**config.mk**
```make
export PLATFORM = sky130hd
export DESIGN_NAME = random_sample_without_replacement
export DESIGN_NICKNAME = d
export VERILOG_FILES = /design/src/rtl/rswr_pkg.sv /design/src/rtl/rswr_ram.sv /design/src/rtl/rswr_div.sv /design/src/rtl/random_sample_without_replacement.sv
export SDC_FILE = /design/constraint.sdc
export NUM_CORES = 2
export LEC_CHECK = 0
export ABC_AREA = 1
export BUFFER_PORTS_ARGS = -buffer_cell sky130_fd_sc_hd__buf_4
export CAP_MARGIN = 20
export CORE_MARGIN = 5
export CORE_UTILIZATION = 30
export CTS_CLUSTER_DIAMETER = 50
export DETAILED_ROUTE_END_ITERATION = 10
export SETUP_SLACK_MARGIN = 0.05
export SLEW_MARGIN = 15
export SYNTH_ARGS = -nofsm -noshare
export SYNTH_HDL_FRONTEND = slang
export SYNTH_HIERARCHICAL = 1
export SYNTH_SLANG_ARGS = --single-unit
```
**constraint.sdc**
```tcl
create_clock -name clk_i -period 13.6 [get_ports clk_i]
set_input_delay 2.04 -clock clk_i [delete_from_list [all_inputs] [get_ports clk_i]]
set_output_delay 2.04 -clock clk_i [all_outputs]
set_load 0.02 [all_outputs]
```
**src/rtl/rswr_pkg.sv**
```systemverilog
package rswr_pkg;

  localparam int WORD_W   = 31;
  localparam int CFG_W    = 9;
  localparam int VALUE_W  = 8;
  localparam int STATUS_W = 2;
  localparam int CFG_IDX_W = 2;

  // register indexes
  localparam logic [CFG_IDX_W-1:0] REG_POOL_SIZE  = 2'd0;
  localparam logic [CFG_IDX_W-1:0] REG_PICK_COUNT = 2'd1;

  // commands
  localparam logic CMD_START = 1'b0;
  localparam logic CMD_DRAW  = 1'b1;

  // result status codes
  localparam logic [STATUS_W-1:0] ST_PICKED = 2'd0;
  localparam logic [STATUS_W-1:0] ST_REJECT = 2'd1;
  localparam logic [STATUS_W-1:0] ST_EMPTY  = 2'd2;

  typedef enum logic [3:0] {
    S_IDLE,
    S_START,
    S_FILL,
    S_DRAW,
    S_DIV,
    S_RD,
    S_EVAL,
    S_CMP_RD,
    S_CMP_WR
  } state_e;

endpackage

```
**src/rtl/rswr_ram.sv**
```systemverilog
module rswr_ram #(
  parameter int WIDTH = 9,
  parameter int DEPTH = 256
) (
  input  logic                     clk_i,
  input  logic                     we_i,
  input  logic [$clog2(DEPTH)-1:0] waddr_i,
  input  logic [WIDTH-1:0]         wdata_i,
  input  logic [$clog2(DEPTH)-1:0] raddr_i,
  output logic [WIDTH-1:0]         rdata_o
);

  logic [WIDTH-1:0] mem_q [DEPTH];
  logic [WIDTH-1:0] rdata_q;

  always_ff @(posedge clk_i) begin
    if (we_i) begin
      mem_q[waddr_i] <= wdata_i;
    end
    rdata_q <= mem_q[raddr_i];
  end

  assign rdata_o = rdata_q;

endmodule

```
**src/rtl/rswr_div.sv**
```systemverilog
// Restoring remainder unit: one dividend bit per cycle.
module rswr_div
  import rswr_pkg::*;
#(
  parameter int DIVISOR_W = 9,
  parameter int REM_W     = 8
) (
  input  logic                 clk_i,
  input  logic                 rst_ni,
  input  logic                 start_i,
  input  logic [WORD_W-1:0]    dividend_i,
  input  logic [DIVISOR_W-1:0] divisor_i,
  output logic                 done_o,
  output logic [REM_W-1:0]     rem_o
);

  localparam int CNT_W = $clog2(WORD_W);

  logic                 busy_q, done_q;
  logic [CNT_W-1:0]     cnt_q;
  logic [DIVISOR_W-1:0] rem_q, div_q;
  logic [WORD_W-1:0]    dvd_q;
  logic [DIVISOR_W:0]   trial;
  logic [DIVISOR_W:0]   diff;
  logic                 fits;

  assign trial = {rem_q, dvd_q[WORD_W-1]};
  assign fits  = trial >= {1'b0, div_q};
  assign diff  = trial - {1'b0, div_q};

  always_ff @(posedge clk_i or negedge rst_ni) begin
    if (!rst_ni) begin
      busy_q <= 1'b0;
      done_q <= 1'b0;
      cnt_q  <= '0;
    end else begin
      done_q <= 1'b0;
      if (start_i) begin
        busy_q <= 1'b1;
        cnt_q  <= '0;
      end else if (busy_q) begin
        cnt_q <= cnt_q + CNT_W'(1);
        if (cnt_q == CNT_W'(WORD_W - 1)) begin
          busy_q <= 1'b0;
          done_q <= 1'b1;
        end
      end
    end
  end

  always_ff @(posedge clk_i) begin
    if (start_i) begin
      rem_q <= '0;
      dvd_q <= dividend_i;
      div_q <= divisor_i;
    end else if (busy_q) begin
      // remainder stays below the divisor, so the top bit drops
      rem_q <= fits ? diff[DIVISOR_W-1:0] : trial[DIVISOR_W-1:0];
      dvd_q <= {dvd_q[WORD_W-2:0], 1'b0};
    end
  end

  assign done_o = done_q;
  assign rem_o  = rem_q[REM_W-1:0];

endmodule

```
**src/rtl/random_sample_without_replacement.sv**
```systemverilog
// Random sampling without replacement.
// Input channel: in_valid_i / in_stall_o carries command_i (start or draw) and
// random_word_i. Output channel: out_valid_o / out_stall_i carries
// picked_value_o, status_o and last_o. Config registers (pool size, pick
// count) are written through cfg_we_i / cfg_addr_i / cfg_wdata_i only while
// idle; the user must keep to this, as the block itself does not enforce it.
// One request is handled at a time; in_stall_o is high while one is at work.
// A draw that reaches the pool goes through accept, launch, the remainder
// steps (one per random word bit), pick up the remainder, pool read and
// evaluate. A draw with no active run or an empty pool is answered from
// the launch state without the remainder unit.
// A start that is not rejected fills the pool memory in one sweep.
// A failed draw that triggers compaction then reads every live pool entry
// and conditionally writes it back to the front, ending with a final end check.
// A result sits in an output register; the block goes on taking requests
// while it waits, and only holds when a second result is ready while the
// receiver still stalls the first.
// Reset clears the counters and leaves no run active; pool memory contents
// are undefined until a start fills them.
module random_sample_without_replacement
  import rswr_pkg::*;
#(
  parameter int POOL_MAX = 256
) (
  input  logic                 clk_i,
  input  logic                 rst_ni,
  input  logic                 cfg_we_i,
  input  logic [CFG_IDX_W-1:0] cfg_addr_i,
  input  logic [CFG_W-1:0]     cfg_wdata_i,
  input  logic                 in_valid_i,
  output logic                 in_stall_o,
  input  logic                 command_i,
  input  logic [WORD_W-1:0]    random_word_i,
  output logic                 out_valid_o,
  input  logic                 out_stall_i,
  output logic [VALUE_W-1:0]   picked_value_o,
  output logic [STATUS_W-1:0]  status_o,
  output logic                 last_o
);

  localparam int LW = $clog2(POOL_MAX + 1);
  localparam int AW = $clog2(POOL_MAX);

  state_e state_q, state_d;

  logic [CFG_W-1:0] pool_size_q, pick_count_q;
  logic [WORD_W-1:0] word_q;
  logic [LW-1:0] live_q, live_d;
  logic [LW:0]   failed_q, failed_d;
  logic [CFG_W-1:0] picks_q, picks_d;
  logic active_q, active_d;
  logic [LW-1:0] idx_q, idx_d, keep_q, keep_d;
  logic [AW-1:0] slot_q, slot_d;

  logic out_valid_q;
  logic [VALUE_W-1:0]  value_q;
  logic [STATUS_W-1:0] status_q;
  logic last_q;

  logic emit, emit_last, out_free;
  logic [STATUS_W-1:0] emit_status;
  logic [VALUE_W-1:0]  emit_value;

  logic ram_we;
  logic [AW-1:0] ram_waddr, ram_raddr;
  logic [AW:0]   ram_wdata, ram_rdata;

  logic div_start, div_done;
  logic [AW-1:0] div_rem;

  logic [LW-1:0] size_sat;
  logic [LW:0]   failed_inc, live_plus1;
  logic [CFG_W-1:0] picks_inc;
  logic pick_last;

  assign size_sat   = (32'(pool_size_q) > POOL_MAX) ? LW'(POOL_MAX) : LW'(pool_size_q);
  assign failed_inc = failed_q + (LW+1)'(1);
  assign live_plus1 = {1'b0, live_q} + (LW+1)'(1);
  assign picks_inc  = picks_q + CFG_W'(1);
  assign pick_last  = picks_inc >= pick_count_q;
  assign out_free   = !out_valid_q || !out_stall_i;

  rswr_ram #(
    .WIDTH(AW + 1),
    .DEPTH(POOL_MAX)
  ) u_pool (
    .clk_i  (clk_i),
    .we_i   (ram_we),
    .waddr_i(ram_waddr),
    .wdata_i(ram_wdata),
    .raddr_i(ram_raddr),
    .rdata_o(ram_rdata)
  );

  rswr_div #(
    .DIVISOR_W(LW),
    .REM_W    (AW)
  ) u_div (
    .clk_i     (clk_i),
    .rst_ni    (rst_ni),
    .start_i   (div_start),
    .dividend_i(word_q),
    .divisor_i (live_q),
    .done_o    (div_done),
    .rem_o     (div_rem)
  );

  always_ff @(posedge clk_i or negedge rst_ni) begin
    if (!rst_ni) begin
      pool_size_q  <= CFG_W'(16);
      pick_count_q <= CFG_W'(1);
    end else if (cfg_we_i) begin
      case (cfg_addr_i)
        REG_POOL_SIZE:  pool_size_q  <= cfg_wdata_i;
        REG_PICK_COUNT: pick_count_q <= cfg_wdata_i;
        default: ;
      endcase
    end
  end

  always_ff @(posedge clk_i or negedge rst_ni) begin
    if (!rst_ni) begin
      state_q  <= S_IDLE;
      live_q   <= '0;
      failed_q <= '0;
      picks_q  <= '0;
      active_q <= 1'b0;
      idx_q    <= '0;
      keep_q   <= '0;
    end else begin
      state_q  <= state_d;
      live_q   <= live_d;
      failed_q <= failed_d;
      picks_q  <= picks_d;
      active_q <= active_d;
      idx_q    <= idx_d;
      keep_q   <= keep_d;
    end
  end

  always_ff @(posedge clk_i) begin
    slot_q <= slot_d;
    if (state_q == S_IDLE && in_valid_i) begin
      word_q <= random_word_i;
    end
  end

  always_comb begin
    state_d     = state_q;
    live_d      = live_q;
    failed_d    = failed_q;
    picks_d     = picks_q;
    active_d    = active_q;
    idx_d       = idx_q;
    keep_d      = keep_q;
    slot_d      = slot_q;
    ram_we      = 1'b0;
    ram_waddr   = '0;
    ram_wdata   = '0;
    ram_raddr   = slot_q;
    div_start   = 1'b0;
    emit        = 1'b0;
    emit_status = ST_PICKED;
    emit_value  = '0;
    emit_last   = 1'b0;
    case (state_q)
      S_IDLE: begin
        if (in_valid_i) begin
          state_d = (command_i == CMD_START) ? S_START : S_DRAW;
        end
      end
      S_START: begin
        active_d = 1'b0;
        if (32'(pick_count_q) > 32'(size_sat)) begin
          if (out_free) begin
            emit        = 1'b1;
            emit_status = ST_REJECT;
            state_d     = S_IDLE;
          end
        end else begin
          live_d   = size_sat;
          failed_d = '0;
          picks_d  = '0;
          idx_d    = '0;
          state_d  = S_FILL;
        end
      end
      S_FILL: begin
        if (idx_q < live_q) begin
          ram_we    = 1'b1;
          ram_waddr = idx_q[AW-1:0];
          ram_wdata = {1'b1, idx_q[AW-1:0]};
          idx_d     = idx_q + LW'(1);
        end else if (pick_count_q == '0) begin
          if (out_free) begin
            emit        = 1'b1;
            emit_status = ST_EMPTY;
            state_d     = S_IDLE;
          end
        end else begin
          active_d = 1'b1;
          state_d  = S_IDLE;
        end
      end
      S_DRAW: begin
        if (!active_q || live_q == '0) begin
          if (out_free) begin
            active_d    = 1'b0;
            emit        = 1'b1;
            emit_status = ST_EMPTY;
            state_d     = S_IDLE;
          end
        end else begin
          div_start = 1'b1;
          state_d   = S_DIV;
        end
      end
      S_DIV: begin
        if (div_done) begin
          slot_d  = div_rem;
          state_d = S_RD;
        end
      end
      S_RD: begin
        state_d = S_EVAL;
      end
      S_EVAL: begin
        if (ram_rdata[AW]) begin
          if (out_free) begin
            ram_we     = 1'b1;
            ram_waddr  = slot_q;
            ram_wdata  = {1'b0, ram_rdata[AW-1:0]};
            failed_d   = '0;
            picks_d    = picks_inc;
            emit       = 1'b1;
            emit_value = VALUE_W'(ram_rdata[AW-1:0]);
            emit_last  = pick_last;
            active_d   = !pick_last;
            state_d    = S_IDLE;
          end
        end else if (failed_inc >= live_plus1) begin
          idx_d   = '0;
          keep_d  = '0;
          state_d = S_CMP_RD;
        end else begin
          failed_d = failed_inc;
          state_d  = S_IDLE;
        end
      end
      S_CMP_RD: begin
        ram_raddr = idx_q[AW-1:0];
        if (idx_q == live_q) begin
          live_d   = keep_q;
          failed_d = '0;
          state_d  = S_IDLE;
        end else begin
          state_d = S_CMP_WR;
        end
      end
      S_CMP_WR: begin
        ram_raddr = idx_q[AW-1:0];
        // unused entries slide down to the front, order kept
        if (ram_rdata[AW]) begin
          ram_we    = 1'b1;
          ram_waddr = keep_q[AW-1:0];
          ram_wdata = ram_rdata;
          keep_d    = keep_q + LW'(1);
        end
        idx_d   = idx_q + LW'(1);
        state_d = S_CMP_RD;
      end
      default: begin
        state_d = S_IDLE;
      end
    endcase
  end

  always_ff @(posedge clk_i or negedge rst_ni) begin
    if (!rst_ni) begin
      out_valid_q <= 1'b0;
    end else if (emit) begin
      out_valid_q <= 1'b1;
    end else if (!out_stall_i) begin
      out_valid_q <= 1'b0;
    end
  end

  always_ff @(posedge clk_i) begin
    if (emit) begin
      value_q  <= emit_value;
      status_q <= emit_status;
      last_q   <= emit_last;
    end
  end

  assign in_stall_o     = state_q != S_IDLE;
  assign out_valid_o    = out_valid_q;
  assign picked_value_o = value_q;
  assign status_o       = status_q;
  assign last_o         = last_q;

endmodule

```
==> results.yml <==
placement:
  io_buffers: 60
  dp_hpwl_um: 155300
  place_congestion: 0.8269
  dp.cells: 13150
synthesis:
  synth_most_common_cell: "nand2_1"
  synthTopCellsByCount: "nand2_1 (2751), edfxtp_1 (2394), nand3_1 (2338)"
  netlist_instances: 8998
  yosysSeqAreaShare_pct: 71.77
  ys_ff_latch: 2489
  syn_nets: 9101
  synth.distinct_cells: 48
  async_flop_share_pct: 3.094
  yosysTopAreaCell: "edfxtp_1"
  synth_area_um2: 103400
  synthTopCellsByArea: "edfxtp_1 (70%), nand3_1 (11%), nand2_1 (10%), dfrtp_1 (1.8%), buf_2 (1.6%)"
  synth_edf_count: 2394
  ys_warn_count: 6
  avgSynthCellArea_um2: 11.49
  synth_top_area_share_pct: 69.56
  synth_ff_type: "edfxtp_1"
global_routing:
  overflow: 0
  grt_use_met2_pct: 24.75
  met1_usage_pct: 21.38
  grt_pass1_vias: 63980
  grt_busiest_layer: "met2"
  antenna_found_initial: 9
  grtUsageMet3_pct: 2.688
  gr-usage-all-layers_pct: 15.49
  grt_first_pass_wirelength_um: 427000
  grt_start_max_net_pins: 208
critical_path:
  critPathBufInv: 6
  cp-end-kind: "flip-flop"
  cp.required_ns: 14.39
  reg2reg_slack_ns: 5.90
  path_class: "flip-flop to flip-flop"
  reg2regPathDepth: 21
  reg2reg_to: "u_pool/rdata_o[5]"
  crit_end: "u_pool/rdata_o[5]"
  arrival_ns: 8.49
  crit_family: "buffers and inverters"
  cp.depth: 21
  worstReg2RegStart: "state_q[2]"
  cpPeakStageDelay_ns: 0.88
  crit_path_start_kind: "flip-flop"
  critPathLaunch: "state_q[2]"
  crit_path_frequent_cell: "nand3_1"
  path_max_fanout: 204
  crit_chain: "inv_1 > nor2_4 > nand3_1 > nand2_1 > nand2_1 > o21ai_4 > buf_4 > buf_4 > buf_12 > buf_4 > buf_12 > nand2_1 > nand3_1 > nand3_1 > nand3_1 > nand3_1 > nand3_1 > nand3_1 > nand2_1 > nand2_1 > nand2_1"
  critPathSlowestCell: "nand2_1"
timing:
  period_minus_slack_ns: 7.704
  grt_setup_unrepaired: "false"
  fmax_ghz: 0.1298
  finalCritPeriodShare_pct: 56.65
  finalHoldViolations: 0
  tightest_slew_ns: 1.269
  drv_slew: 0
  relSlewSlack_pct: 15.42
  final-setup-viol-count: 0
  whs_ns: 0.4898
  fin_skew_ns: 0.05547
cells_and_area:
  seq_area_um2: 74180
  area_growth_pct: 12.79
  multiInputGateArea_um2: 25810
  finalNonFillerCells: 13630
  layout-drive-gt1-share_pct: 6.811
  nNetsFinal: 8984
  final.fill_count: 33660
power_and_ir_drop:
  swShare_pct: 25.57
  p_leak_nw: 41.40
  sequentialPowerShare_pct: 49.6
  vdd_drop_max_v: 0.0001918
  power.switching_mw: 4.581
  power_per_cell_area_nw_per_um2: 153.7
  internal-power_mw: 13.33
  pwr-share-clk_pct: 39.6
  combPwrFrac_pct: 10.8
detailed_routing:
  first_pass_iters: 7
  vias: 68050
  drt_wl_total_um: 286700
  drc: 0
  wl_per_cell_um: 21.03
  drtIter0Drc: 7737
  antenna_left: 0
  via_per_inst: 4.992
floorplanning:
  die_w_um: 596.9
  ioPinCount: 61
  start_util_pct: 30.13
  rows: 215
  die-area_um2: 356300
  core-area_um2: 343000
  die_h_um: 596.9
cts:
  cts_max_level: 5
  cts_setup_buffers: 0
  clock_latency_ns: 0.86
  cts_tree: "done"
  clk_pin_slew_worst_paths_ns: 0.06
  postCtsResizedCells: 0
  cts_sinks: 2489
  numCtsBuffers: 273
  clockBufferDepth: 4
  cts_hold_buf: 0
  cts-root-buf: "clkbuf_16"
run_status:
  status: "complete, no violations"
run:
  max-cap-violations: 0
min_path:
  hold_path_class: "flip-flop to flip-flop"
-- tightest hold or removal path, stage by stage, from the launching register on --
cell,delay [ns]
edfxtp_1,0.31
nand2_1,0.05
inv_1,0.04
-- flip-flops by register name (all words and copies together) (netlist names), 9 cells and up --
| name | count |
|---|---|
| u_pool/mem_q | 2304 |
| u_div/dvd_q | 31 |
| word_q | 31 |
| failed_q | 10 |
| idx_q | 9 |
| keep_q | 9 |
| live_q | 9 |
| pick_count_q | 9 |
| picks_q | 9 |
| pool_size_q | 9 |
| u_div/div_q | 9 |
| u_div/rem_q | 9 |
| u_pool/rdata_o | 9 |
-- worst min path at each step --
stage	cells past startpoint	endpoint	from
global placement	2	picks_q[8]	picks_q[8]
detailed placement	2	active_q	active_q
global route	2	active_q	active_q
finish	2	u_div/dvd_q[0]	word_q[0]
CTS	2	u_div/rem_q[8]	u_div/rem_q[8]
floorplan	2	active_q	active_q
-- kinds of logic (layout without fill, tap and decap cells) --
| family | count (synthesis) | after routing | synth area share, % |
|---|---|---|---|
| AND/OR/NAND/NOR | 5520 | 5520 | 23.12 |
| adder cells (fa/ha/maj) | 55 | 55 | 0.6731 |
| buffers and inverters | 771 | 847 | 3.477 |
| flip-flops | 2489 | 2489 | 71.77 |
| other | 0 | 1 | 0 |
| AO/OA/AOI/OAI | 132 | 132 | 0.6949 |
| XOR/XNOR | 31 | 31 | 0.2627 |
-- routing by layer --
layer | share of wire, % | wire length (um) | vias up
met5 | 0.011 | 31 | -
met4 | 3.4 | 9872 | 6
met3 | 8.1 | 23190 | 480
met2 | 47 | 133500 | 2809
met1 | 42 | 120200 | 33360
li1 | - | - | 31400
-- stage by stage --
stage | setup TNS [ns] | util [%] | worst slack (ns) | total power, mW | cell area, um^2
after floorplan | -1484.46 | - | -1.160 | 10.35 | 103400
after global placement | 0 | 31.45 | 6.206 | 10.94 | 107900
after detailed placement | 0 | 31.48 | 6.100 | 10.96 | 108000
after global routing | 0 | 33.99 | 5.426 | 18.56 | 116600
after CTS | 0 | 33.94 | 6.100 | 18.03 | 116400
final | 0 | 33.99 | 5.896 | 17.91 | 116600
-- cell usage in the layout (no fill, tap or decap), types with 4 or more instances in the layout --
| cell | instances |
|---|---|
| nand2_1 | 2737 |
| edfxtp_1 | 2394 |
| nand3_1 | 2338 |
| nor2_1 | 354 |
| clkbuf_16 | 280 |
| inv_1 | 192 |
| buf_4 | 149 |
| dfrtp_1 | 75 |
| o21ai_0 | 67 |
| ha_1 | 54 |
| clkbuf_1 | 51 |
| clkinv_1 | 47 |
| clkinv_2 | 37 |
| a21oi_1 | 27 |
| xor2_1 | 25 |
| nand4_1 | 22 |
| buf_12 | 19 |
| dfxtp_1 | 18 |
| nor3_1 | 17 |
| bufinv_16 | 16 |
| nand2_2 | 15 |
| inv_6 | 15 |
| nor2_2 | 12 |
| clkinvlp_4 | 10 |
| o21ai_4 | 8 |
| nand3b_1 | 7 |
| clkinv_8 | 7 |
| xnor2_1 | 6 |
| nor2_4 | 5 |
| o221ai_1 | 5 |
| inv_2 | 4 |
| nand2_4 | 4 |
| o22ai_1 | 4 |
| clkinv_4 | 4 |
| inv_16 | 4 |
| buf_6 | 4 |
-- power by group through the flow --
| stage | Sequential [mW] | Clock, mW | Combinational (mW) |
|---|---|---|---|
| 2_1_floorplan | 9.13 | 0 | 1.22 |
| 3_3_place_gp | 9.04 | 0 | 1.90 |
| 6_report | 8.88 | 7.09 | 1.94 |
| 5_1_grt | 8.90 | 7.54 | 2.12 |
| 4_1_cts | 8.88 | 7.22 | 1.92 |
| 3_5_place_dp | 9.04 | 0 | 1.92 |
-- layout make-up --
class	instances	area share, %
Tap cell	4557	4.891
Multi-Input combinational cell	5738	22.14
Timing Repair Buffer	175	1.382
Clock buffer	331	6.165
Antenna cell	1	0.002147
Clock inverter	137	1.089
Inverter	204	0.6977
Sequential cell	2489	63.63
No activity file was read; power rests on OpenSTA's default activity.
